--- src/rtl/core/txbb_pkg.sv ---
`timescale 1ns / 1ps

package txbb_pkg;

  // Bucket table depth and reset value of the width limit
  localparam int unsigned BucketsDefault    = 512;
  localparam logic [15:0] MaxFaceWidthReset = 16'h01f4;

  // Register index codes, taken from paddr[2]
  localparam logic RegMaxFaceWidth = 1'b0;

  // Input item (tdata), lowest field last in this declaration
  typedef struct packed {
    logic [15:0]        context_id;
    logic [15:0]        clip_c;
    logic [15:0]        clip_b;
    logic [15:0]        clip_a;
    logic signed [15:0] x_c;
    logic signed [15:0] x_b;
    logic signed [15:0] x_a;
    logic [15:0]        vert_c;
    logic [15:0]        vert_b;
    logic [15:0]        vert_a;
    logic [15:0]        face_addr;
  } face_in_t;

  // Per-face decision from the classifier
  typedef struct packed {
    logic        visible;
    logic        insert;
    logic        overflow;
    logic        reordered;
    logic        behind;
    logic [15:0] first_vertex;
    logic [15:0] second_vertex;
    logic [15:0] third_vertex;
  } face_dec_t;

endpackage

--- src/rtl/core/txbb_face.sv ---
`timescale 1ns / 1ps

module txbb_face #(
  parameter int unsigned Buckets = txbb_pkg::BucketsDefault,
  parameter int unsigned IdxW    = $clog2(Buckets)
) (
  input  txbb_pkg::face_in_t  face_i,
  input  logic [15:0]         max_width_i,
  output txbb_pkg::face_dec_t dec_o,
  output logic [IdxW-1:0]     idx_o
);

  localparam logic signed [16:0] BucketsS = 17'(Buckets);

  logic               visible;
  logic [15:0]        clip_and;
  logic [15:0]        clip_or;
  logic signed [15:0] m0;
  logic signed [15:0] m1;
  logic signed [15:0] m2;
  logic [16:0]        span1;
  logic [16:0]        span2;
  logic               narrow;

  always_comb begin
    clip_and = face_i.clip_a & face_i.clip_b & face_i.clip_c;
    clip_or  = face_i.clip_a | face_i.clip_b | face_i.clip_c;
    visible  = (clip_and == 16'd0);

    dec_o.visible       = visible;
    dec_o.behind        = visible & clip_or[15];
    dec_o.reordered     = 1'b0;
    dec_o.first_vertex  = face_i.vert_a;
    dec_o.second_vertex = face_i.vert_b;
    dec_o.third_vertex  = face_i.vert_c;
    m0 = face_i.x_a;
    m1 = face_i.x_b;
    m2 = face_i.x_c;

    // Rotate so the smallest x leads, keeping winding
    if (visible) begin
      if (face_i.x_b > face_i.x_c) begin
        if (face_i.x_a >= face_i.x_c) begin
          dec_o.first_vertex  = face_i.vert_c;
          dec_o.second_vertex = face_i.vert_a;
          dec_o.third_vertex  = face_i.vert_b;
          m0 = face_i.x_c;
          m1 = face_i.x_a;
          m2 = face_i.x_b;
          dec_o.reordered = 1'b1;
        end
      end else if (face_i.x_a > face_i.x_b) begin
        dec_o.first_vertex  = face_i.vert_b;
        dec_o.second_vertex = face_i.vert_c;
        dec_o.third_vertex  = face_i.vert_a;
        m0 = face_i.x_b;
        m1 = face_i.x_c;
        m2 = face_i.x_a;
        dec_o.reordered = 1'b1;
      end
    end

    // For a visible face m0 is the minimum, so both spans are non-negative
    span1  = 17'({m1[15], m1} - {m0[15], m0});
    span2  = 17'({m2[15], m2} - {m0[15], m0});
    narrow = visible && (span1 < {1'b0, max_width_i}) && (span2 < {1'b0, max_width_i});

    dec_o.overflow = narrow && ($signed({m0[15], m0}) >= BucketsS);
    dec_o.insert   = narrow && !dec_o.overflow;
    idx_o          = m0[15] ? '0 : m0[IdxW-1:0];
  end

endmodule

--- config.mk ---
export PLATFORM = sky130hd
export DESIGN_NAME = txbb_face
export DESIGN_NICKNAME = d
export VERILOG_FILES = /design/src/rtl/core/txbb_pkg.sv /design/src/rtl/core/txbb_face.sv
export SDC_FILE = /design/constraint.sdc
export NUM_CORES = 1
export LEC_CHECK = 0
export BUFFER_PORTS_ARGS = -buffer_cell sky130_fd_sc_hd__buf_4
export CAP_MARGIN = 0
export CORE_MARGIN = 10
export CORE_UTILIZATION = 25
export DETAILED_ROUTE_END_ITERATION = 8
export MAX_ROUTING_LAYER = met4
export SLEW_MARGIN = 10
export SYNTH_ARGS = -nofsm -noshare
export SYNTH_HDL_FRONTEND = slang
export SYNTH_SLANG_ARGS = --single-unit
--- constraint.sdc ---
create_clock -name vclk -period 10.73
set_clock_uncertainty 0.1 [all_clocks]
set_input_delay 1.073 -clock vclk [all_inputs]
set_output_delay 1.073 -clock vclk [all_outputs]
set_load 0.05 [all_outputs]
# ---- Word level (Yosys, flattened, before mapping)
# Index checks and enable logic that the tools add are counted.
dict set report word_totals {
  register_bits 0
  out_inout_bits 62
}
dict set report op_classes {
  add_sub_neg 2
  magnitude_cmp 6
  mux 21
  bitwise 5
  reduce_logical 6
}
# op n
set op_table {}
lappend op_table {{16-bit two-way mux} 12}
lappend op_table {{48-bit two-way mux} 4}
lappend op_table {{17-bit by 16-bit less-than comparator with 1-bit output} 2}
lappend op_table {{16-bit by 16-bit subtractor with 17-bit output} 2}
lappend op_table {{16-bit bitwise AND} 2}
lappend op_table {{16-bit > comparator} 2}
lappend op_table {{16-bit bitwise OR} 2}
lappend op_table {{16-bit by 11-bit >= comparator with 1-bit output, second input constant} 1}
lappend op_table {{16-bit >= comparator} 1}
lappend op_table {{16-bit zero test} 1}
lappend op_table {{9-bit two-way mux} 1}
lappend op_table {{1-bit logical AND} 4}
lappend op_table {{1-bit two-way mux} 4}
lappend op_table {{1-bit bitwise AND} 1}
lappend op_table {{1-bit zero test} 1}

# ---- Logic depth before layout (Yosys ltp)
dict set report logic_depth {
  depth_word 11
  mapped_depth 32
  depth_no_buf 30
}

# ---- Worst setup path before layout
# Ideal clock, no wire load.
dict set report synth_timing {
  path_kind {in2out}
  startpoint {input port face_i[97] in the netlist's numbering}
  endpoint {output port dec_o[50] in the netlist's numbering}
  t_arrival_ns 7.681
  t_required_ns 9.557
  slack_ns 1.876
  stages 31
  path_buffers 2
  path_cell_list {inv_1 ha_1 nor2b_1 o211ai_1 a2111o_1 a31o_1 nor2_1 nand2_1 a21boi_1 buf_2 buf_2 o21a_1 ha_1 nor2b_1 o21ai_0 a21boi_0 o211ai_1 a21oi_1 nor3_1 nor3_1 nor4_1 nand3b_1 ha_1 nand2_1 o21ai_0 a2111oi_0 o2111ai_1 a211oi_1 o41ai_1 a311o_1 nor3b_1}
}
# item line
set synth_lines {}
lappend synth_lines {{start, declared} txbb_face.sv:7} ;# input txbb_pkg::face_in_t face_i,
lappend synth_lines {{end, declared} txbb_face.sv:9} ;# output txbb_pkg::face_dec_t dec_o,

==> flow_metrics.env <==
export IMPL_outcome="finished, final reports clean"
export IMPL_cp_start_kind="input pin"
export IMPL_hold_buffers=0
export IMPL_cts_resized=0
export IMPL_fmax_ghz=0.104
export IMPL_ir_worst_vdd_uv=25.7
export IMPL_coreArea_um2=20400
export IMPL_synth_area_leaders="ha_1 (26%), a21oi_1 (11%), o22ai_1 (11%)"
export IMPL_design_die_area_um2=27200
export IMPL_fin_cells=1290
export IMPL_total_power_mw=0.645
export IMPL_syn_avg_cell_area_um2=6.30
export IMPL_crit_type="in -> out"
export IMPL_yosys_area_top_type_share_pct=26.2
export IMPL_place_ws_ps=1080
export IMPL_synth_top_cell_by_area="ha_1"
export IMPL_tightest_slew_ps=698
export IMPL_cp_slowest_cell="nand2_2"
export IMPL_post_cts_buffers=0
export IMPL_final_area_um2=7190
export IMPL_regArea_um2=0
export IMPL_portBuffers=222
export IMPL_diodes=0
export IMPL_grt_antenna_before_repair=0
export IMPL_layout_setup_ws_ps=1150
export IMPL_die_width_um=165
export IMPL_required_ps=9560
export IMPL_cp_max_fo=33
export IMPL_rsz0062_at_grt="false"
export IMPL_worst_hold_slack_ps=2440
export IMPL_power_density_nw_per_um2=89.7
export IMPL_cellLeakagePower_nw=3.38
export IMPL_via_count=6809
export IMPL_nFlopsAndLatches=0
export IMPL_ys_types=56
export IMPL_critical_path_arrival_ps=8410
export IMPL_max_stage_delay_ps=440
export IMPL_row_count=52
export IMPL_fin_crit_sh_pct=89.3
export IMPL_antenna_left=0
export IMPL_final_core_util_pct=35.2
export IMPL_fin_crit_ps=9580
export IMPL_syn2layout_area_growth_pct=36.8
export IMPL_wl_mm=21.7
export IMPL_syn_area_um2=5260
export IMPL_drv_slew=0
export IMPL_dp_cells=1290
export IMPL_synthesis_nets=1138
export IMPL_hold_viol_final=0
export IMPL_fin_setup_tns_ps=0
export IMPL_syn_inst=834
export IMPL_grt_pass1_vias=6552
export IMPL_grt_max_degree=108
export IMPL_grt_overflow=0
export IMPL_ioPinCount=254
export IMPL_place_congestion=0.885
export IMPL_viasPerCell=5.28
export IMPL_drc=0
export IMPL_clock_buffers=0
export IMPL_nNetsFinal=1326
export IMPL_drt_pass1_iter_count=5
export IMPL_timing_critical_path_to="dec_o[50]"
export IMPL_ys_seq_area_share_pct=0
export IMPL_grt_use_total_pct=15.3
export IMPL_yosys_warnings=0
export IMPL_maxCapViolCount=0
export IMPL_crit_path_start="face_i[97]"
export IMPL_hold_depth=3
export IMPL_layout_drive_gt1_share_pct=23.1
export IMPL_grt_pass1_wl_mm=33.5
export IMPL_dpl_cell_area_um2=7190
export IMPL_finalSetupViolations=0
export IMPL_maxSlewHeadroom_pct=53.0
export IMPL_drt_iter0_drc=396
export IMPL_crit_path_end_kind="output port"
export IMPL_wl_per_cell_um=16.8
export IMPL_die_y_um=165
export IMPL_min_path_type="in -> out"
export IMPL_start_util_pct=25.7
export IMPL_hpwlAfterDp_mm=18.6
==> cells by family (layout without fill, tap and decap cells) <==
group                      Yosys count  in the layout  synth area share (%)
AOI/OAI and AO/OA                  319            319                  37.3
xor gates and xnor gates            22             22                  3.67
and+or+nand+nor                    266            266                  23.4
buffers and inverters              115            301                  8.71
adders and majority gates          112            112                  27.0
==> area by class of cell <==
type | count | area (um^2)
repair buffers | 230 | 1750
fillers | 2279 | 13200
well taps | 270 | 338
multi-input cells | 719 | 4830
inverters | 71 | 267
==> layout by cell type (no fill, tap or decap), drive strengths merged, types with 10 or more instances in the layout <==
cell	count
nand4	21
a21oi	116
buf	230
ha	110
nand2	39
nor2b	10
nor3	15
nor2	115
o22ai	91
o211ai	18
o21ai	30
nand3	39
xnor2	21
inv	71
==> where the power goes <==
| group | internal, mW | leakage [nW] | switching [mW] |
|---|---|---|---|
| clock | 0 | 0 | 0 |
| combinational | 0.257 | 3.38 | 0.388 |
| sequential | 0 | 0 | 0 |
| total | 0.257 | 3.38 | 0.388 |
==> layer usage <==
| metal | vias to the layer above | GRT usage [%] | share of wire (%) |
|---|---|---|---|
| met4 | 0 | 2.74 | 2.0 |
| li1 | 3506 | - | - |
| met3 | 24 | 1.47 | 5.1 |
| met5 | - | - | 0 |
| met2 | 216 | 25.7 | 47 |
| met1 | 3063 | 19.6 | 45 |
==> Yosys cell counts, drive strengths merged (3+ instances only) <==
cell / number
nand4: 21
o21a: 9
nor3: 15
nor4: 4
inv: 71
o2bb2ai: 8
o22ai: 91
nor2b: 10
o211ai: 18
xnor2: 21
a21oi: 116
a211oi: 5
clkbuf: 18
nand2b: 5
buf: 26
a221oi: 3
nand3: 39
or3: 6
o21ai: 30
or2: 3
nor2: 115
a31oi: 3
a21o: 7
a41oi: 3
ha: 110
a21boi: 4
and3: 3
nand2: 39
==> worst min-delay path by stage <==
stage,slack [ps],from,to
after floorplan,2320,face_i[48],dec_o[0]
after global placement,2450,face_i[159],dec_o[48]
after detailed placement,2440,face_i[159],dec_o[48]
after CTS,2450,face_i[159],dec_o[48]
after global routing,2480,face_i[159],dec_o[48]
final,2440,face_i[159],dec_o[48]
==> critical path: cells and delay by family <==
kind | cells | cell delay [ps]
compound gates | 15 | 3550
simple gates | 10 | 2140
fa+ha+maj | 3 | 860
buf+inv | 4 | 760
(Power assumes the default switching activity.)
